$ cat src/hdl/legik_pkg.sv
// ----------------------------------------------------------------------------
// legik_pkg
// Shared types, constants and angle table for the two-link leg IK pipeline.
// ----------------------------------------------------------------------------
package legik_pkg;

  // angle / CORDIC datapath width (Q30 radians, signed)
  localparam int ANG_W = 34;
  // quotient bits of the cosine divide (Q30)
  localparam int QW    = 30;

  localparam logic signed [ANG_W-1:0] PI_Q30      = 34'sd3373259426;
  localparam logic signed [ANG_W-1:0] HALF_PI_Q30 = 34'sd1686629713;
  localparam logic signed [31:0]      ONE_Q30     = 32'sd1073741824;

  // output saturation limits (2^-16 rad)
  localparam logic signed [21:0] KNEE_MAX = 22'sd205887;
  localparam logic signed [21:0] HIP_MIN  = -22'sd205887;
  localparam logic signed [21:0] HIP_MAX  = 22'sd411775;

  // configuration register indexes
  typedef enum logic [0:0] {
    CFG_THIGH_LEN = 1'b0,
    CFG_SHANK_LEN = 1'b1
  } cfg_idx_t;

  // CORDIC vector handed from cell to cell
  typedef struct packed {
    logic signed [ANG_W-1:0] xv;
    logic signed [ANG_W-1:0] yv;
    logic signed [ANG_W-1:0] z;
  } cordic_vec_t;

  // atan(2^-i) in Q30, rounded
  function automatic logic signed [ANG_W-1:0] atan_q30(input logic [4:0] idx);
    logic signed [ANG_W-1:0] a;
    case (idx)
      5'd0:    a = 34'sd843314857;
      5'd1:    a = 34'sd497837830;
      5'd2:    a = 34'sd263043837;
      5'd3:    a = 34'sd133525159;
      5'd4:    a = 34'sd67021687;
      5'd5:    a = 34'sd33543516;
      5'd6:    a = 34'sd16775851;
      5'd7:    a = 34'sd8388437;
      5'd8:    a = 34'sd4194283;
      5'd9:    a = 34'sd2097149;
      5'd10:   a = 34'sd1048576;
      5'd11:   a = 34'sd524288;
      5'd12:   a = 34'sd262144;
      5'd13:   a = 34'sd131072;
      5'd14:   a = 34'sd65536;
      5'd15:   a = 34'sd32768;
      5'd16:   a = 34'sd16384;
      5'd17:   a = 34'sd8192;
      5'd18:   a = 34'sd4096;
      5'd19:   a = 34'sd2048;
      5'd20:   a = 34'sd1024;
      5'd21:   a = 34'sd512;
      5'd22:   a = 34'sd256;
      5'd23:   a = 34'sd128;
      5'd24:   a = 34'sd64;
      5'd25:   a = 34'sd32;
      5'd26:   a = 34'sd16;
      5'd27:   a = 34'sd8;
      5'd28:   a = 34'sd4;
      5'd29:   a = 34'sd2;
      5'd30:   a = 34'sd1;
      default: a = 34'sd0;
    endcase
    return a;
  endfunction

  // quadrant pre-rotation by +-pi/2 when x is negative
  function automatic cordic_vec_t cordic_prep(input logic signed [ANG_W-1:0] ya,
                                              input logic signed [ANG_W-1:0] xa);
    cordic_vec_t v;
    v.xv = xa;
    v.yv = ya;
    v.z  = '0;
    if (xa[ANG_W-1]) begin
      if (!ya[ANG_W-1]) begin
        v.xv = ya;
        v.yv = -xa;
        v.z  = HALF_PI_Q30;
      end else begin
        v.xv = -ya;
        v.yv = xa;
        v.z  = -HALF_PI_Q30;
      end
    end
    return v;
  endfunction

endpackage

$ cat src/hdl/legik_cordic_cell.sv
// ----------------------------------------------------------------------------
// legik_cordic_cell
// One vectoring CORDIC micro-rotation, registered.
// ----------------------------------------------------------------------------
module legik_cordic_cell import legik_pkg::*; #(
  parameter int unsigned STAGE = 0
) (
  input  logic        clk,
  input  cordic_vec_t vec_in,
  output cordic_vec_t vec_r
);

  logic signed [ANG_W-1:0] xv;
  logic signed [ANG_W-1:0] yv;
  logic signed [ANG_W-1:0] dx;
  logic signed [ANG_W-1:0] dy;
  logic signed [ANG_W-1:0] ang;
  cordic_vec_t             vec_nxt;

  assign xv  = vec_in.xv;
  assign yv  = vec_in.yv;
  assign dx  = yv >>> STAGE;
  assign dy  = xv >>> STAGE;
  assign ang = atan_q30(STAGE[4:0]);

  // rotate toward the x axis
  always_comb begin
    if (!yv[ANG_W-1]) begin
      vec_nxt.xv = xv + dx;
      vec_nxt.yv = yv - dy;
      vec_nxt.z  = vec_in.z + ang;
    end else begin
      vec_nxt.xv = xv - dx;
      vec_nxt.yv = yv + dy;
      vec_nxt.z  = vec_in.z - ang;
    end
  end

  always_ff @(posedge clk) begin
    vec_r <= vec_nxt;
  end

endmodule

$ cat config.mk
export PLATFORM = sky130hd
export DESIGN_NAME = legik_cordic_cell
export DESIGN_NICKNAME = d
export VERILOG_FILES = /design/src/hdl/legik_pkg.sv /design/src/hdl/legik_cordic_cell.sv
export SDC_FILE = /design/constraint.sdc
export NUM_CORES = 1
export LEC_CHECK = 0
export ABC_AREA = 0
export BUFFER_PORTS_ARGS = -buffer_cell sky130_fd_sc_hd__buf_2
export CAP_MARGIN = 20
export CORE_MARGIN = 2
export CORE_UTILIZATION = 30
export CTS_CLUSTER_SIZE = 14
export DETAILED_ROUTE_END_ITERATION = 16
export GPL_TIMING_DRIVEN = 0
export PLACE_DENSITY = 0.51
export RECOVER_POWER = 50
export SLEW_MARGIN = 20
export SYNTH_ARGS = -nofsm -noshare
export SYNTH_HDL_FRONTEND = slang
export SYNTH_SLANG_ARGS = --single-unit
$ cat constraint.sdc
create_clock -name clk -period 3.5 [get_ports clk]
set_input_delay 0.525 -clock clk [delete_from_list [all_inputs] [get_ports clk]]
set_output_delay 0.525 -clock clk [all_outputs]
set_load 0.01 [all_outputs]
# Word-level counts from Yosys, hierarchy flattened
# Index checks and enable logic that the tools add are counted.
# op_classes
addsub	5
muxes	1
# ops
operator	count
2-to-1 mux 102 bit	1
subtractor 34 bit	2
adder 34 x 31 -> 34 bit, second input constant	1
adder 34 bit	1
subtractor 34 x 31 -> 34 bit, second input constant	1
# totals
register_bits	102
out_inout_bits	102

# Longest topological paths before layout
# depth
depth_word	2
ltp_mapped	12
depth_no_buf	12

# Worst setup path after synthesis
# OpenSTA, ideal clock, no wires.
# synth_timing
path_kind	input to register
start	input vec_in[67] in the netlist's numbering
end	register vec_r[32] in the netlist's numbering
t_required_ns	3.428
path_slack_ns	-0.185
n_path_buf	1
arrival_ns	3.613
setup_time_ns	0.072
path_stages	12
cell_sequence	clkinv_1 clkbuf_1 ha_1 and3_1 a221oi_2 o21ai_1 a31oi_1 o311ai_1 a311o_1 a21o_1 a311oi_1 xnor2_1
# synth_rtl
item	line	rtl
start: declaration	legik_cordic_cell.sv:9	input cordic_vec_t vec_in,
end signal: assignment	legik_cordic_cell.sv:40	vec_r <= vec_nxt;
end: declaration	legik_cordic_cell.sv:10	output cordic_vec_t vec_r

==> metrics.md <==
| Metric | Value |
|---|---|
| Type of origin of the critical path | `input port` |
| Number of buffers created by CTS | `9` |
| Worst hold path class | `in2reg` |
| Vias in the first global route | `9,517` |
| Largest net degree at the start of global routing | `25` |
| Die height | `182 um` |
| Synth unique cells | `80` |
| Initial DRC Count | `732` |
| FF+latch count, synth | `101` |
| Maxcap violations | `0` |
| Post-CTS Setup Inserts | `0` |
| Clock buffer depth | `2` |
| Endpoint class of the critical path | `flip-flop` |
| Clk sinks | `101` |
| Layout cell share with drive strength beyond 1 | `0.116` |
| Pwr Total | `4500 uW` |
| RSZ-0062 raised after global routing | `no` |
| Synth area leaders | `dfxtp_1, ha_1, a21oi_1` |
| CTS tree | `yes` |
| Max_slew headroom | `0.321` |
| Max VDD drop | `0.248 mV` |
| Number of synthesized flops with an enable pin | `0` |
| Initial Util | `0.303` |
| Final Hold Viols | `0` |
| Post-Route WL | `34,300 um` |
| I/O pin count | `205` |
| Final setup viols | `0` |
| Routed len/inst | `18.6 um` |
| Synthesized area | `9530 um2` |
| Pre-CTS setup slack | `-1.65 ns` |
| Syn_nets | `1,459` |
| Final period util | `0.986` |
| Die Wd | `182 um` |
| Yosys top cell by area | `dfxtp_1` |
| Input/output buffers | `204` |
| GPL Wtd Cong | `0.963` |
| Vias/cell | `5.24` |
| Largest regs | `vec_r: 101 flops` |
| Post-Syn Instances | `1,220` |
| Core area | `31,400 um2` |
| Fill count | `3,395` |
| Synth top area share | `0.212` |
| Asr flop ratio synth | `0` |
| Final hold slack | `0.372 ns` |
| PwrDens | `395 nW/um2` |
| Max FFs per register | `101` |
| Tmin final | `3.45 ns` |
| Seq/Total Area, Yosys | `0.212` |
| Fin. max-slew vios | `0` |
| Clock transition at path regs | `0.07 ns` |
| Critical path type | `in2reg` |
| DR DRC count | `0` |
| GRT Total Usage | `0.205` |
| Total grt overflow | `0` |
| Final Net Count | `1,672` |
| Die area | `33,200 um2` |
| Synthesized area per cell | `7.81 um2` |
| Worst-margin pin slew | `1.02 ns` |
| Initial antenna violation count | `0` |
| Req. time, crit path | `3.81 ns` |
| Num rows | `65` |
| Synth Flop Type | `dfxtp_1` |
| Arr. time, crit path | `3.76 ns` |
| Top reg by flops | `vec_r` |
| YS warnings | `0` |
| Root Driver | `clkbuf_16` |
| First-pass detailed-route iteration total | `5` |
| Area Growth Syn to Fin | `19.5%` |
| Vias | `9,651` |
| CTS H-tree depth | `3` |
| CP Max Fanout | `5` |
| Max Fclk | `290 MHz` |
| Leakage power | `0.00515 uW` |
| Post-DP HPWL | `27,300 um` |
| Status | `completed` |
| Final WS setup | `0.0497 ns` |
| First-pass GRT wire length | `52,500 um` |
| Routed Antenna Nets | `0` |
## what timing repair did
item                                    CTS  global route
resized for setup                        13            20
pin swaps                                 0             1
endpoints found under the setup margin   27            12
hold buffers                              0             0
gates cloned                              0             0
## worst max-delay path: stages
cell and delay, ns:
buf_2 0.12, ha_1 0.23, fa_1 0.41, nor2b_1 0.17
o21ai_1 0.39, a21oi_1 0.25, a2111oi_4 0.59, o211ai_1 0.18
a21oi_1 0.39, o21ai_1 0.16, a21oi_1 0.20, xnor2_1 0.15
## path summary, 6_finish.rpt
check,startpoint,endpoint,slack (ns),cells past startpoint
worst max-delay path,vec_in[34],vec_r[66],0.05,12
worst min-delay path,vec_in[0],vec_r[0],0.37,2
## where the power goes
group / internal [uW] / switching [uW] / leakage (uW)
registers: 1420 / 73.3 / 0.000852
logic: 725 / 1250 / 0.00415
clock network: 528 / 504 / 0.000144
## logic make-up (layout without fill, tap and decap cells)
| family | after synthesis | count (layout) | share of synthesized area |
|---|---|---|---|
| muxes | 21 | 21 | 0.0221 |
| adders and majority gates | 136 | 136 | 0.182 |
| buffers and inverters | 166 | 384 | 0.0663 |
| other | 0 | 1 | 0 |
| AOI/OAI and AO/OA | 423 | 423 | 0.290 |
| xor gates and xnor gates | 93 | 93 | 0.0855 |
| and+or+nand+nor | 280 | 280 | 0.142 |
| DFF | 101 | 101 | 0.212 |
## per-stage QoR
stage / TNS [ns] / cells / cell area, um2 / utilization
2_1_floorplan: 0 / 1220 / 9530 / -
3_3_place_gp: -29.51 / 1826 / 11100 / 0.352
3_5_place_dp: -28.75 / 1826 / 11100 / 0.352
4_1_cts: 0 / 1842 / 11400 / 0.364
5_1_grt: 0 / 1840 / 11400 / 0.362
6_report: 0 / 1841 / 11400 / 0.363
## cell usage after synthesis, drive strengths merged, types with 4 or more instances
cell type and count:
a2111oi 5, a211oi 13, a21o 43, a21oi 133
a221oi 5, a31oi 18, and2 7, and3 8
buf 10, clkbuf 39, dfxtp 101, fa 4
ha 132, inv 114, mux2i 21, nand2 62
nand2b 9, nand3 10, nand4 17, nor2 92
nor2b 22, nor3 23, nor4 5, o2111ai 6
o211ai 12, o21a 11, o21ai 91, o21bai 27
o221ai 5, o311ai 5, o31a 5, o31ai 9
or2 6, or3 6, or4 4, xnor2 73
xor2 20
## metal layers
| layer | routed length (um) | track usage | vias to the layer above | share of wire |
|---|---|---|---|---|
| met1 | 15700 | 0.268 | 4436 | 0.46 |
| li1 | - | - | 4758 | - |
| met2 | 15200 | 0.329 | 399 | 0.44 |
| met5 | 0 | 0 | - | 0 |
| met3 | 2330 | 0.0425 | 58 | 0.068 |
| met4 | 1070 | 0.0787 | 0 | 0.031 |
## cells in the final DEF (no fill, tap or decap), types with 6 or more instances in the layout
cell type	count
mux2i_1	21
xnor2_1	72
buf_2	111
o21ai_1	14
a21o_1	43
clkbuf_16	10
inv_1	111
nand2b_1	9
o21a_1	11
nand2_1	62
nand3_1	10
and2_1	7
o21bai_1	27
nor3_1	22
clkbuf_1	130
xor2_1	20
o21ai_0	75
o2111ai_1	6
and3_1	8
nor2_1	91
o211ai_1	11
dfxtp_1	101
a211oi_1	11
nor2b_1	22
a21oi_1	133
nand4_1	17
ha_1	131
o31ai_1	6
a31oi_1	16
## cell type report
class | count | area, um2 | area share
Antenna cell | 1 | 2.50 | 0.000220
Buffer | 47 | 209 | 0.0184
Clock buffer | 11 | 253 | 0.0222
Clock inverter | 5 | 41.3 | 0.00363
Inverter | 117 | 444 | 0.0390
Multi-Input combinational cell | 953 | 6990 | 0.614
Sequential cell | 101 | 2020 | 0.178
Tap cell | 402 | 503 | 0.0442
Timing Repair Buffer | 204 | 916 | 0.0805
No activity file was read; power rests on OpenSTA's default activity.
