==> src/hdl/legik_pkg.sv <==
// ----------------------------------------------------------------------------
// legik_pkg
// Shared types, constants and angle table for the two-link leg IK pipeline.
// ----------------------------------------------------------------------------
package legik_pkg;

  // angle / CORDIC datapath width (Q30 radians, signed)
  localparam int ANG_W = 34;
  // quotient bits of the cosine divide (Q30)
  localparam int QW    = 30;

  localparam logic signed [ANG_W-1:0] PI_Q30      = 34'sd3373259426;
  localparam logic signed [ANG_W-1:0] HALF_PI_Q30 = 34'sd1686629713;
  localparam logic signed [31:0]      ONE_Q30     = 32'sd1073741824;

  // output saturation limits (2^-16 rad)
  localparam logic signed [21:0] KNEE_MAX = 22'sd205887;
  localparam logic signed [21:0] HIP_MIN  = -22'sd205887;
  localparam logic signed [21:0] HIP_MAX  = 22'sd411775;

  // configuration register indexes
  typedef enum logic [0:0] {
    CFG_THIGH_LEN = 1'b0,
    CFG_SHANK_LEN = 1'b1
  } cfg_idx_t;

  // CORDIC vector handed from cell to cell
  typedef struct packed {
    logic signed [ANG_W-1:0] xv;
    logic signed [ANG_W-1:0] yv;
    logic signed [ANG_W-1:0] z;
  } cordic_vec_t;

  // atan(2^-i) in Q30, rounded
  function automatic logic signed [ANG_W-1:0] atan_q30(input logic [4:0] idx);
    logic signed [ANG_W-1:0] a;
    case (idx)
      5'd0:    a = 34'sd843314857;
      5'd1:    a = 34'sd497837830;
      5'd2:    a = 34'sd263043837;
      5'd3:    a = 34'sd133525159;
      5'd4:    a = 34'sd67021687;
      5'd5:    a = 34'sd33543516;
      5'd6:    a = 34'sd16775851;
      5'd7:    a = 34'sd8388437;
      5'd8:    a = 34'sd4194283;
      5'd9:    a = 34'sd2097149;
      5'd10:   a = 34'sd1048576;
      5'd11:   a = 34'sd524288;
      5'd12:   a = 34'sd262144;
      5'd13:   a = 34'sd131072;
      5'd14:   a = 34'sd65536;
      5'd15:   a = 34'sd32768;
      5'd16:   a = 34'sd16384;
      5'd17:   a = 34'sd8192;
      5'd18:   a = 34'sd4096;
      5'd19:   a = 34'sd2048;
      5'd20:   a = 34'sd1024;
      5'd21:   a = 34'sd512;
      5'd22:   a = 34'sd256;
      5'd23:   a = 34'sd128;
      5'd24:   a = 34'sd64;
      5'd25:   a = 34'sd32;
      5'd26:   a = 34'sd16;
      5'd27:   a = 34'sd8;
      5'd28:   a = 34'sd4;
      5'd29:   a = 34'sd2;
      5'd30:   a = 34'sd1;
      default: a = 34'sd0;
    endcase
    return a;
  endfunction

  // quadrant pre-rotation by +-pi/2 when x is negative
  function automatic cordic_vec_t cordic_prep(input logic signed [ANG_W-1:0] ya,
                                              input logic signed [ANG_W-1:0] xa);
    cordic_vec_t v;
    v.xv = xa;
    v.yv = ya;
    v.z  = '0;
    if (xa[ANG_W-1]) begin
      if (!ya[ANG_W-1]) begin
        v.xv = ya;
        v.yv = -xa;
        v.z  = HALF_PI_Q30;
      end else begin
        v.xv = -ya;
        v.yv = xa;
        v.z  = -HALF_PI_Q30;
      end
    end
    return v;
  endfunction

endpackage

==> src/hdl/legik_div_cell.sv <==
// ----------------------------------------------------------------------------
// legik_div_cell
// One quotient bit of a restoring unsigned divide, registered.
// ----------------------------------------------------------------------------
module legik_div_cell import legik_pkg::*; #(
  parameter int DW = 41,
  parameter int PW = 1
) (
  input  logic          clk,
  input  logic [DW-1:0] den_in,
  input  logic [DW-1:0] rem_in,
  input  logic [QW-1:0] quo_in,
  input  logic [PW-1:0] pass_in,
  output logic [DW-1:0] den_r,
  output logic [DW-1:0] rem_r,
  output logic [QW-1:0] quo_r,
  output logic [PW-1:0] pass_r
);

  logic [DW:0] r2;
  logic [DW:0] diff;
  logic        ge;

  // shift remainder, subtract divisor when it fits
  assign r2   = {rem_in, 1'b0};
  assign diff = r2 - {1'b0, den_in};
  assign ge   = (r2 >= {1'b0, den_in});

  always_ff @(posedge clk) begin
    den_r  <= den_in;
    rem_r  <= ge ? diff[DW-1:0] : r2[DW-1:0];
    quo_r  <= {quo_in[QW-2:0], ge};
    pass_r <= pass_in;
  end

endmodule

==> config.mk <==
export PLATFORM = sky130hd
export DESIGN_NAME = legik_div_cell
export DESIGN_NICKNAME = d
export VERILOG_FILES = /design/src/hdl/legik_pkg.sv /design/src/hdl/legik_div_cell.sv
export SDC_FILE = /design/constraint.sdc
export NUM_CORES = 1
export LEC_CHECK = 0
export BUFFER_PORTS_ARGS = -buffer_cell sky130_fd_sc_hd__buf_2
export CORE_UTILIZATION = 51
export DETAILED_ROUTE_END_ITERATION = 10
export PLACE_DENSITY = 0.86
export SYNTH_ARGS = -nofsm -noshare
export SYNTH_HDL_FRONTEND = slang
export SYNTH_SLANG_ARGS = --single-unit
==> constraint.sdc <==
create_clock -name clk -period 6.8 [get_ports clk]
set_clock_uncertainty 0.15 [all_clocks]
set_input_delay 1.36 -clock clk [delete_from_list [all_inputs] [get_ports clk]]
set_output_delay 1.36 -clock clk [all_outputs]
set_load 0.05 [all_outputs]
**Word-level counts from Yosys, hierarchy flattened**

Index checks and enable logic that the tools add are counted.
Widths: inputs -> output; s select.

- Word-level logic and storage cells: 8
- Output and inout port bits: 113
- Bits in registers: 113

- $lt $le $gt $ge: 1
- Mux-type cells: 1
- Add/subtract/negate cells: 1

Operators by type and width:

| cell | count |
|---|---|
| $ge 42x41->1 | 1 |
| $mux 41 | 1 |
| $sub 41x41->41 | 1 |

**Longest topological paths before layout**

- Depth in word-level cells: 2
- Depth in mapped cells: 14

**Worst setup path before layout**

OpenSTA, ideal clock, no wires.

- Path kind: input port to flip-flop
- From: in den_in[21]
- To: reg rem_r[13]
- Setup time: 0.121 ns
- Data required time: 6.529 ns
- Stages on the path: 12
- Arrival time: 3.532 ns
- Slack: 2.997 ns
- Cells stage by stage: inv_1 ha_1 buf_6 a21o_1 o21bai_1 a221o_1 a21oi_2 o31ai_1 nand3b_4 a41oi_2 buf_6 mux2_2

- Cells in the longest elaborated chain, start to end: 2

Ends and longest elaborated chain:

| element | line | RTL |
|---|---|---|
| from (decl) | legik_div_cell.sv:10 | `input logic [DW-1:0] den_in,` |
| $ge 42x41->1 | legik_div_cell.sv:27 | `assign ge = (r2 >= {1'b0, den_in});` |
| $mux 41 | legik_div_cell.sv:31 | `rem_r <= ge ? diff[DW-1:0] : r2[DW-1:0];` |
| to (signal assigned) | legik_div_cell.sv:31 |  |
| to (decl) | legik_div_cell.sv:15 | `output logic [DW-1:0] rem_r,` |

Every way passes these cells.
A chain may end at the register's enable or synchronous reset.

**Worst setup path in the final report**

- From: in den_in[9]
- To: reg rem_r[13]

- Cells in the longest elaborated chain, start to end: 2
- Elaborated cells on any way between the ends: 3

Ends and longest elaborated chain:

| element | line |
|---|---|
| $sub 41x41->41 / $ge 42x41->1 (equally long branches) | legik_div_cell.sv:26, legik_div_cell.sv:27 |
| $mux 41 * | legik_div_cell.sv:31 |

Mark *: on every way between the ends. The rest lies on a longest branch, timed or not.

==> results.py <==
metrics = {
    "status": {
        "outcome": "complete, no violations",
    },
    "final_layout": {
        "seqCellArea_sq_um": 2262,
        "finish.net_count": 951,
        "area_delta_synth_final_pct": 35.16,
        "final_layout_size_suffix_gt1_frac": 0.3428,
        "multi_input_area_sq_um": 2633,
        "layout_commonest_cell": "buf_2",
        "fillers": 752,
        "layout_common_cells": "buf_2, dfxtp_1, nand2_1, inv_1, o21ai_0",
    },
    "logic_synthesis": {
        "syn_inst": 568,
        "synth_area_sq_um": 5185,
        "syn_area_per_cell_sq_um": 9.128,
        "synth_compound_area_frac": 0.2090,
        "synth.distinct_cells": 51,
        "async_flop_share": 0,
        "synth_nets": 724,
        "synthFlopType": "dfxtp_1",
        "synth-simple-area-share": 0.1163,
        "muxShareOfSynthArea": 0.01158,
        "ys_ff_latch": 113,
        "yosysWarnings": 0,
        "synth_top_family_by_area": "compound AO/OA/AOI/OAI gates",
        "synth_seq_area_share": 0.4363,
        "synth_enable_flop_cells": 0,
        "synth_xor_area_frac": 0.06588,
        "synthAdderAreaFrac": 0.1028,
    },
    "cts": {
        "htreeDepth": 4,
        "cts_buffer_depth": 2,
        "cts.sinks": 113,
        "cts_buffers": 17,
        "path_clk_slew_ps": 60,
        "cts_resized": 0,
        "postCtsSetupBuffers": 0,
        "cts_tree": "built",
        "cts_hold_buffers": 0,
        "root_buffer": "clkbuf_8",
    },
    "timing": {
        "totalNegativeSetupSlack_ps": 0,
        "tightest_slew_ps": 779.1,
        "fmaxAchievable_mhz": 224.2,
        "finalSetupViolCount": 0,
        "slew-limit-headroom": 0.4789,
        "period_share": 0.6559,
        "slew_viol_final": 0,
        "rsz0062_at_grt": "false",
        "finalHoldViolations": 0,
        "layout_min_cycle_time_ps": 4460,
        "holdWs_ps": 786.4,
    },
    "pwr": {
        "p_leak_nw": 3.559,
        "power.internal_w": 0.001499,
        "p_seq_frac": 0.323,
        "p_per_area_nw_per_um2": 334.6,
        "pwr-share-clk": 0.390,
        "ir_drop_uv": 166.5,
        "power.switching_w": 0.0008455,
        "combPwrFrac": 0.287,
        "p_sw_frac": 0.3606,
    },
    "grt": {
        "grt_pass1_vias": 4778,
        "grt_max_degree": 47,
        "grt_pass1_wl_mm": 21.84,
        "grtUsageTotal": 0.2688,
        "antenna_found_initial": 2,
        "overflow": 0,
    },
    "detailed_routing": {
        "wl_met3_mm": 1.105,
        "drcViolationCount": 0,
        "num_vias": 4999,
        "ant_nets": 0,
        "wl_per_cell_microns": 15.08,
        "initialDrtViolationCount": 292,
        "wl_met1_mm": 5.391,
        "highest_layer": "met4",
        "vias_per_cell": 5.301,
        "route.met2.wl_mm": 7.259,
        "wirelength_mm": 14.22,
        "drtPass1Iterations": 5,
    },
    "critical_path": {
        "crit_arrival_ps": 4720,
        "cp-start-kind": "input port",
        "required_ps": 7060,
        "crit_fanout": 46,
        "critPathKind": "input port to flip-flop",
        "end_kind": "flip-flop",
    },
    "floorplan": {
        "die_area_sq_um": 10570,
        "floorplan.initialDensity": 0.5280,
        "core_area_sq_um": 9819,
        "row_count": 36,
        "die_w_microns": 102.8,
        "io_pins": 227,
        "die_h_microns": 102.8,
    },
    "placement": {
        "gp_congestion": 0.9379,
        "io_buffers": 225,
        "hpwl_mm": 10.59,
    },
    "run": {
        "maxCapViolCount": 0,
    },
    "hold_path": {
        "hold_path_class": "input port to flip-flop",
    },
}
[per-layer routing]
metal | vias up | track usage
met1 | 2283 | 0.2968
met5 | - | 0
li1 | 2417 | -
met4 | 0 | 0.1300
met3 | 50 | 0.08068
met2 | 249 | 0.4713
[kinds of logic (layout without fill, tap and decap cells)]
| family | after synthesis | in the layout |
|---|---|---|
| adders and majority gates | 42 | 42 |
| buffers and inverters | 70 | 310 |
| other | 0 | 2 |
| AOI/OAI and AO/OA | 171 | 171 |
| DFF | 113 | 113 |
| and+or+nand+nor | 128 | 128 |
| muxes | 5 | 5 |
| xor gates and xnor gates | 39 | 39 |
[critical path: stages]
cell and delay [ps]:
buf_2 90, inv_1 30, ha_1 360, a21oi_1 190
o21ai_1 160, a2111oi_4 340, a211oi_1 220, o2111ai_2 250
nand3b_4 120, a41oi_4 690, buf_4 510, mux2_2 380
[power groups by stage]
stage / combinational [W] / clock, W / sequential, W
finish: 0.000673 / 0.000915 / 0.000757
global route: 0.000717 / 0.000961 / 0.000764
CTS: 0.000670 / 0.000928 / 0.000758
detailed placement: 0.000661 / 0 / 0.000771
global placement: 0.000651 / 0 / 0.000767
floorplan: 0.000234 / 0 / 0.00104
[worst paths after layout]
| kind | startpoint | to | slack (ps) | cells after the start |
|---|---|---|---|---|
| min | quo_in[7] | quo_r[8] | 790 | 1 |
| max | den_in[9] | rem_r[13] | 2340 | 12 |
[through the flow]
step | cell area, sq um | util | cells | setup WS, ps | power, W
floorplan | 5185 | - | 568 | 2997 | 0.001271
global placement | 6390 | 0.6507 | 909 | 1927 | 0.001418
detailed placement | 6390 | 0.6507 | 909 | 1876 | 0.001432
CTS | 7003 | 0.7132 | 941 | 2365 | 0.002356
global route | 7008 | 0.7137 | 943 | 2150 | 0.002441
finish | 7008 | 0.7137 | 943 | 2340 | 0.002345
[cell type report]
| cell class | count | share of cell area |
|---|---|---|
| Clock inverter | 15 | 0.02839 |
| Inverter | 52 | 0.02785 |
| Tap cell | 133 | 0.02375 |
| Multi-Input combinational cell | 385 | 0.3756 |
| Sequential cell | 113 | 0.3228 |
| Clock buffer | 17 | 0.05910 |
| Timing Repair Buffer | 226 | 0.1618 |
| Antenna cell | 2 | 0.0007142 |
[flip-flops by register name (all words and copies together), names as in the netlist]
signal and cells:
den_r 41, pass_r 1, quo_r 30, rem_r 41
[cells in the mapped netlist, drive strengths merged, types with 2 or more instances]
cell / count / area (sq um)
inv: 52 / 195.2
a311o: 2 / 20.02
a211oi: 4 / 35.03
dfxtp: 113 / 2262
xnor2: 24 / 210.2
o21a: 2 / 15.01
buf: 7 / 65.05
or2: 2 / 12.51
a21oi: 51 / 270.3
a31oi: 9 / 56.30
and4: 2 / 17.52
nor2: 20 / 75.07
o31ai: 2 / 15.01
nand4: 6 / 37.54
a31o: 3 / 26.28
o21bai: 9 / 67.56
o211ai: 2 / 15.01
mux2: 5 / 60.05
clkbuf: 11 / 41.29
nor2b: 7 / 43.79
nand2b: 3 / 18.77
a21o: 22 / 165.2
nand3: 7 / 35.03
o21ai: 55 / 275.3
nand2: 60 / 225.2
nor3: 6 / 30.03
and3: 12 / 75.07
ha: 41 / 513.0
xor2: 15 / 131.4
Power figures use the tool's default switching activity.
