==> src/hdl/legik_pkg.sv <==
// ----------------------------------------------------------------------------
// legik_pkg
// Shared types, constants and angle table for the two-link leg IK pipeline.
// ----------------------------------------------------------------------------
package legik_pkg;

  // angle / CORDIC datapath width (Q30 radians, signed)
  localparam int ANG_W = 34;
  // quotient bits of the cosine divide (Q30)
  localparam int QW    = 30;

  localparam logic signed [ANG_W-1:0] PI_Q30      = 34'sd3373259426;
  localparam logic signed [ANG_W-1:0] HALF_PI_Q30 = 34'sd1686629713;
  localparam logic signed [31:0]      ONE_Q30     = 32'sd1073741824;

  // output saturation limits (2^-16 rad)
  localparam logic signed [21:0] KNEE_MAX = 22'sd205887;
  localparam logic signed [21:0] HIP_MIN  = -22'sd205887;
  localparam logic signed [21:0] HIP_MAX  = 22'sd411775;

  // configuration register indexes
  typedef enum logic [0:0] {
    CFG_THIGH_LEN = 1'b0,
    CFG_SHANK_LEN = 1'b1
  } cfg_idx_t;

  // CORDIC vector handed from cell to cell
  typedef struct packed {
    logic signed [ANG_W-1:0] xv;
    logic signed [ANG_W-1:0] yv;
    logic signed [ANG_W-1:0] z;
  } cordic_vec_t;

  // atan(2^-i) in Q30, rounded
  function automatic logic signed [ANG_W-1:0] atan_q30(input logic [4:0] idx);
    logic signed [ANG_W-1:0] a;
    case (idx)
      5'd0:    a = 34'sd843314857;
      5'd1:    a = 34'sd497837830;
      5'd2:    a = 34'sd263043837;
      5'd3:    a = 34'sd133525159;
      5'd4:    a = 34'sd67021687;
      5'd5:    a = 34'sd33543516;
      5'd6:    a = 34'sd16775851;
      5'd7:    a = 34'sd8388437;
      5'd8:    a = 34'sd4194283;
      5'd9:    a = 34'sd2097149;
      5'd10:   a = 34'sd1048576;
      5'd11:   a = 34'sd524288;
      5'd12:   a = 34'sd262144;
      5'd13:   a = 34'sd131072;
      5'd14:   a = 34'sd65536;
      5'd15:   a = 34'sd32768;
      5'd16:   a = 34'sd16384;
      5'd17:   a = 34'sd8192;
      5'd18:   a = 34'sd4096;
      5'd19:   a = 34'sd2048;
      5'd20:   a = 34'sd1024;
      5'd21:   a = 34'sd512;
      5'd22:   a = 34'sd256;
      5'd23:   a = 34'sd128;
      5'd24:   a = 34'sd64;
      5'd25:   a = 34'sd32;
      5'd26:   a = 34'sd16;
      5'd27:   a = 34'sd8;
      5'd28:   a = 34'sd4;
      5'd29:   a = 34'sd2;
      5'd30:   a = 34'sd1;
      default: a = 34'sd0;
    endcase
    return a;
  endfunction

  // quadrant pre-rotation by +-pi/2 when x is negative
  function automatic cordic_vec_t cordic_prep(input logic signed [ANG_W-1:0] ya,
                                              input logic signed [ANG_W-1:0] xa);
    cordic_vec_t v;
    v.xv = xa;
    v.yv = ya;
    v.z  = '0;
    if (xa[ANG_W-1]) begin
      if (!ya[ANG_W-1]) begin
        v.xv = ya;
        v.yv = -xa;
        v.z  = HALF_PI_Q30;
      end else begin
        v.xv = -ya;
        v.yv = xa;
        v.z  = -HALF_PI_Q30;
      end
    end
    return v;
  endfunction

endpackage

==> src/hdl/legik_sqrt_cell.sv <==
// ----------------------------------------------------------------------------
// legik_sqrt_cell
// One digit step of a restoring integer square root, registered.
// ----------------------------------------------------------------------------
module legik_sqrt_cell import legik_pkg::*; #(
  parameter int RAD_W = 42,
  parameter int PW    = 1
) (
  input  logic                   clk,
  input  logic [RAD_W-1:0]       rad_in,
  input  logic [RAD_W/2+1:0]     rem_in,
  input  logic [RAD_W/2-1:0]     root_in,
  input  logic [PW-1:0]          pass_in,
  output logic [RAD_W-1:0]       rad_r,
  output logic [RAD_W/2+1:0]     rem_r,
  output logic [RAD_W/2-1:0]     root_r,
  output logic [PW-1:0]          pass_r
);

  localparam int ROOT_W = RAD_W / 2;
  localparam int REM_W  = ROOT_W + 2;

  logic [REM_W:0]   cand;
  logic [REM_W:0]   trial;
  logic [REM_W:0]   diff;
  logic             ge;
  logic [REM_W-1:0] rem_nxt;

  // bring down two radicand bits, try subtracting 4*root+1
  assign cand  = {rem_in[REM_W-2:0], rad_in[RAD_W-1 -: 2]};
  assign trial = {1'b0, root_in, 2'b01};
  assign diff  = cand - trial;
  assign ge    = (cand >= trial);
  assign rem_nxt = ge ? diff[REM_W-1:0] : cand[REM_W-1:0];

  always_ff @(posedge clk) begin
    rad_r  <= {rad_in[RAD_W-3:0], 2'b00};
    rem_r  <= rem_nxt;
    root_r <= {root_in[ROOT_W-2:0], ge};
    pass_r <= pass_in;
  end

endmodule

==> config.mk <==
export PLATFORM = sky130hd
export DESIGN_NAME = legik_sqrt_cell
export DESIGN_NICKNAME = d
export VERILOG_FILES = /design/src/hdl/legik_pkg.sv /design/src/hdl/legik_sqrt_cell.sv
export SDC_FILE = /design/constraint.sdc
export NUM_CORES = 1
export LEC_CHECK = 0
export ABC_AREA = 1
export CAP_MARGIN = 10
export CORE_ASPECT_RATIO = 0.6
export CORE_MARGIN = 5
export CORE_UTILIZATION = 30
export DETAILED_ROUTE_END_ITERATION = 8
export DONT_BUFFER_PORTS = 1
export MAX_ROUTING_LAYER = met4
export SYNTH_ARGS = -nofsm -noshare
export SYNTH_HDL_FRONTEND = slang
export SYNTH_SLANG_ARGS = --single-unit
==> constraint.sdc <==
create_clock -name clk -period 1.9 [get_ports clk]
set_clock_uncertainty 0.05 [all_clocks]
set_input_delay 0.095 -clock clk [delete_from_list [all_inputs] [get_ports clk]]
set_output_delay 0.095 -clock clk [all_outputs]
set_load 0.03 [all_outputs]
## Word-level counts from Yosys, hierarchy flattened

Cells that the tools add are included.

| cells by class | value |
|---|---|
| bitwise gates (word level) | 0 |
| order comparisons | 1 |
| reductions and logical operators | 0 |
| shift-type cells | 0 |
| divide/modulo/power cells | 0 |
| multipliers | 0 |
| multiplexer cells | 1 |
| eq/ne operators | 0 |
| add/sub/neg operators | 1 |

Operators by type and width:

| kind | count |
|---|---|
| 24-bit by 23-bit greater-or-equal comparator with 1-bit output | 1 |
| 23-bit 2-to-1 mux | 1 |
| 23-bit subtractor | 1 |

| storage, ports and cells | value |
|---|---|
| latch bits | 0 |
| bits in registers | 85 |
| logic and storage cells | 7 |
| input port bits | 88 |
| bits in writable memories | 0 |
| memories kept | 0 |
| bits in read-only memories | 0 |
| output and inout bits | 87 |

## Logic depth before layout (Yosys ltp)

| logic depth | value |
|---|---|
| depth in word-level cells | 2 |
| mapped depth | 14 |
| mapped depth without buffers | 13 |

## Least setup slack after synthesis

OpenSTA, ideal clock, no wires.

| timing | value |
|---|---|
| path type | input to register |
| start | input root_in[9] |
| end | register rem_r[18] |
| slack | 374 ps |
| data arrival time | 1417 ps |
| buffers on the path | 1 |
| stages | 13 |
| required time | 1791 ps |
| cells stage by stage | inv_1 > ha_1 > nand2_2 > inv_1 > nand2_1 > nand2_1 > nand2_1 > nand2_1 > nand2_1 > and2_4 > buf_2 > nand4_1 > nand2_1 |

| between the ends | value |
|---|---|
| longest elaborated chain between the ends | 2 |
| elaborated cells on any way between the ends | 3 |
| those cells by class | add/sub: 1; order compare: 1; mux: 1 |

RTL lines:

| item | RTL line | RTL |
|---|---|---|
| start: declaration | legik_sqrt_cell.sv:12 | `input logic [RAD_W/2-1:0] root_in,` |
| 23-bit subtractor / 24-bit by 23-bit greater-or-equal comparator with 1-bit output (equally long branches) | legik_sqrt_cell.sv:32, legik_sqrt_cell.sv:33 |  |
| 23-bit 2-to-1 mux * | legik_sqrt_cell.sv:34 | `assign rem_nxt = ge ? diff[REM_W-1:0] : cand[REM_W-1:0];` |
| named net rem_nxt[18] | legik_sqrt_cell.sv:27 | `logic [REM_W-1:0] rem_nxt;` |
| end signal: assignment | legik_sqrt_cell.sv:38 | `rem_r <= rem_nxt;` |
| end: declaration | legik_sqrt_cell.sv:15 | `output logic [RAD_W/2+1:0] rem_r,` |

The timed path passes the listed nets; every way through them passes the cells marked *.

## Final worst setup path

| timing | value |
|---|---|
| start | input rad_in[41] |
| end | register rem_r[22] |

| between the ends | value |
|---|---|
| longest elaborated chain between the ends | 2 |
| elaborated cells on any way between the ends | 3 |
| those cells by class | add/sub: 1; order compare: 1; mux: 1 |

RTL lines:

| item | RTL line | RTL |
|---|---|---|
| start: declaration | legik_sqrt_cell.sv:10 | `input logic [RAD_W-1:0] rad_in,` |
| 23-bit subtractor / 24-bit by 23-bit greater-or-equal comparator with 1-bit output (equally long branches) | legik_sqrt_cell.sv:32, legik_sqrt_cell.sv:33 |  |
| 23-bit 2-to-1 mux * | legik_sqrt_cell.sv:34 |  |
| named net rem_nxt[22] | legik_sqrt_cell.sv:27 |  |

Marked as above.

==> flow_metrics.tcl <==
set metrics [dict create \
    outcome "finished clean" \
    synth_largest_area_cell "sky130_fd_sc_hd__dfxtp_1" \
    io_pins 175 \
    first_pass_iters 5 \
    tritoncts_clock_tree "built" \
    crit_path_end_kind "flop" \
    worstPathRequired_ns 2.08 \
    mappedNetlistArea_mm2 0.00392 \
    crit_arrival_ns 1.94 \
    worstSetupStartpoint "rad_in[41]" \
    crit_path_max_incr_delay_ns 0.55 \
    fmax_mhz 569 \
    std_cell_rows 32 \
    ys_types 32 \
    path_class "input port to flop" \
    place_congestion 0.900 \
    dieArea_mm2 0.0155 \
    hp-class "input port to flop" \
    synth.yosys.seq_area_share 0.434 \
    cts_buffer_depth 2 \
    die_y_um 98.6 \
    crit_buf_inv 4 \
    die_w_um 158 \
    drtAntennaViolNets 0 \
    initial_utilization 0.306 \
    setup_viol_count_final 0 \
    port_buffers 0 \
    synth-seq-cells 85 \
    antenna-diode-count 0 \
    power-per-cell-area_mw_per_mm2 951 \
    final_net_count 740 \
    postSynth.asyncResetShare 0 \
    cpMaxStageDelayCell "sky130_fd_sc_hd__dlygate4sd3_1" \
    final_layout_size_suffix_gt1_frac 0.0978 \
    total_negative_setup_slack_ns 0 \
    max_cap_violations 0 \
    finalCritPeriodShare 0.925 \
    power_leakage_nw 2.73 \
    drc_errors 0 \
    critical-path-top-cell-by-count "sky130_fd_sc_hd__nand2_1" \
    synth.top_cells.by_area "sky130_fd_sc_hd__dfxtp_1 (43%), sky130_fd_sc_hd__nand2_1 (16%), sky130_fd_sc_hd__inv_1 (9.9%)" \
    cp.depth 13 \
    crit_chain "dlygate4sd3_1, inv_2, ha_2, inv_1, nand2_1, nand2_1, nand3_1, nand2_2, nand2_4, nand4_4, buf_12, nand3_1, nand2_1" \
    final-hold-violation-count 0 \
    total_cts_buffers 9 \
    drt_first_iter_violations 253 \
    drt-vias-per-instance 4.42 \
    synthFlopType "sky130_fd_sc_hd__dfxtp_1" \
    groute.usage.overall 0.159 \
    number_of_clock_sinks_seen_by_cts 85 \
    via_count_of_the_first_global_routing_pass 3584 \
    critPathLaunchType "input port" \
    path_delay_family "buffers and inverters" \
    design.core.area_mm2 0.0128 \
    slew_violations 0 \
    wl_um 12000 \
    synth_edf_count 0 \
    yosysWarnings 0 \
    grt_pass1_wl_um 18400 \
    worst_path_clk_slew_ns 0.07 \
    worst_setup_path_endpoint "rem_r[22]$_DFF_P_" \
    fillCellCount 1304 \
    post-synth-top-count-cell "sky130_fd_sc_hd__nand2_1" \
    num_vias 3554 \
    worst-path-max-fanout 17 \
    vdd_ir_drop_max_mv 0.381 \
    cts_max_level 3 \
    largest_net_degree_at_the_start_of_global_routing 18 \
    antenna_found_initial 0 \
    syn-mean-instance-area_um2 7.38 \
    clk_root_buffer_cell "sky130_fd_sc_hd__clkbuf_16" \
    grt.overflow.total 0 \
    netlist_top_cells_count "sky130_fd_sc_hd__nand2_1 (169), sky130_fd_sc_hd__inv_1 (103), sky130_fd_sc_hd__dfxtp_1 (85)" \
    flow.area_growth_from_synthesis_pct 35.8 \
    synthCells 532 \
    synthDominantCellAreaShare 0.434 \
    design_power_total_w 0.00507 \
    grt_setup_unrepaired "no" \
    fin_crit_ns 1.76 \
    routed_wire_length_per_instance_um 14.9 \
    dp.final_hpwl_um 9180 \
]
[cell type report]
type	count	area [µm²]	share of cell area
clock buffers	9	225	0.0423
clock inverters	7	91.3	0.0171
inverters	110	413	0.0775
multi-input cells	329	1750	0.329
flip-flops and latches	85	1700	0.319
well taps	170	213	0.0399
repair buffers	94	932	0.175
[worst min path at each step]
stage,cells past startpoint,end,slack (ns),start
after floorplan,0,pass_r$_DFF_P_,0.07,pass_in
after global placement,0,rad_r[11]$_DFF_P_,0.07,rad_in[9]
after detailed placement,0,rad_r[11]$_DFF_P_,0.07,rad_in[9]
after CTS,4,rem_r[22]$_DFF_P_,0.07,rem_in[20]
after global routing,4,rem_r[21]$_DFF_P_,0.10,rem_in[19]
final,4,rem_r[21]$_DFF_P_,0.09,rem_in[19]
[timing repair]
item                       in CTS  in global routing
hold endpoints to repair       84                  0
hold buffers                   84                  0
resized for setup               0                  5
setup endpoints to repair       0                 11
buffers inserted                0                  1
[stage by stage]
stage / cell area [µm²] / instances / worst slack (ns) / hold WS (ns) / utilization
finish: 5330 / 804 / 0.143 / 0.0886 / 0.416
global route: 5330 / 804 / 0.0153 / 0.103 / 0.416
CTS: 5310 / 803 / 0.0262 / 0.0743 / 0.415
detailed placement: 4150 / 703 / 0.0702 / 0.0728 / 0.324
global placement: 4150 / 703 / 0.129 / 0.0728 / 0.324
floorplan: 3930 / 533 / 0.374 / 0.0727 / -
[layer usage]
metal  global-route usage  up-vias  part of all wire
li1                     -     1809                 -
met1                0.229     1552              0.51
met2                0.213      180              0.38
met3               0.0434       13             0.087
met4               0.0476        0             0.014
met5                    -        -                 0
[flip-flops by register name (all words and copies together) (netlist names)]
| register | count |
|---|---|
| root_r | 21 |
| rad_r | 40 |
| rem_r | 23 |
| pass_r | 1 |
[power by group]
| group | leakage [nW] | total (W) | switching [W] | internal (W) |
|---|---|---|---|---|
| combinational | 1.86 | 0.000868 | 0.000489 | 0.000378 |
| clock | 0.152 | 0.00184 | 0.000785 | 0.00105 |
| sequential | 0.717 | 0.00236 | 0.000408 | 0.00195 |
| total | 2.73 | 0.00507 | 0.00168 | 0.00338 |
[tightest hold or removal path: cells and delay by family]
kind,cells,cell delay (ns)
adders and majority gates,1,0.17
and+or+nand+nor,3,0.17
[cell usage in the layout, fill, tap and decap left out]
cell                            synthesis  layout
sky130_fd_sc_hd__nor2_1                27      27
sky130_fd_sc_hd__o21ai_1               10      10
sky130_fd_sc_hd__nand2_2                8       8
sky130_fd_sc_hd__nand4_4                1       1
sky130_fd_sc_hd__nand4_1               18      18
sky130_fd_sc_hd__clkinv_8               0       1
sky130_fd_sc_hd__nand3_1               23      22
sky130_fd_sc_hd__ha_1                  23      22
sky130_fd_sc_hd__inv_2                  5       7
sky130_fd_sc_hd__nand2_1              169     169
sky130_fd_sc_hd__dlygate4sd3_1          0      84
sky130_fd_sc_hd__xor2_1                 8       8
sky130_fd_sc_hd__o21ai_0                1       1
sky130_fd_sc_hd__nor2_4                 2       2
sky130_fd_sc_hd__or2_1                  2       2
sky130_fd_sc_hd__nor3_1                 2       2
sky130_fd_sc_hd__nor2_2                 4       4
sky130_fd_sc_hd__xnor2_1                1       1
sky130_fd_sc_hd__inv_1                103     101
sky130_fd_sc_hd__clkinv_1               2       2
sky130_fd_sc_hd__dfxtp_1               85      85
sky130_fd_sc_hd__bufinv_16              0       1
sky130_fd_sc_hd__buf_12                 0       1
sky130_fd_sc_hd__conb_1                 1       2
sky130_fd_sc_hd__a21oi_2                1       1
sky130_fd_sc_hd__inv_8                  0       1
sky130_fd_sc_hd__clkinvlp_4             0       1
sky130_fd_sc_hd__a21oi_1               10      10
sky130_fd_sc_hd__nand2_4                1       1
sky130_fd_sc_hd__buf_6                  3       1
sky130_fd_sc_hd__and2_1                 1       1
sky130_fd_sc_hd__ha_2                   0       1
sky130_fd_sc_hd__clkbuf_16              0       9
sky130_fd_sc_hd__and2_4                 1       1
sky130_fd_sc_hd__nand3b_1               5       5
sky130_fd_sc_hd__buf_4                  2       8
sky130_fd_sc_hd__inv_6                  0       3
sky130_fd_sc_hd__nand3_2                9      10
[logic make-up (layout without fill, tap and decap cells)]
logic type	Yosys count	in the layout	share of synthesized area
AND/OR/NAND/NOR	273	273	0.321
buffers and inverters	119	220	0.122
flip-flops	85	85	0.434
adder cells (fa/ha/maj)	23	23	0.0733
AO/OA/AOI/OAI	22	22	0.0290
XOR/XNOR	9	9	0.0201
other	1	2	0.000956
(Power assumes the default switching activity.)
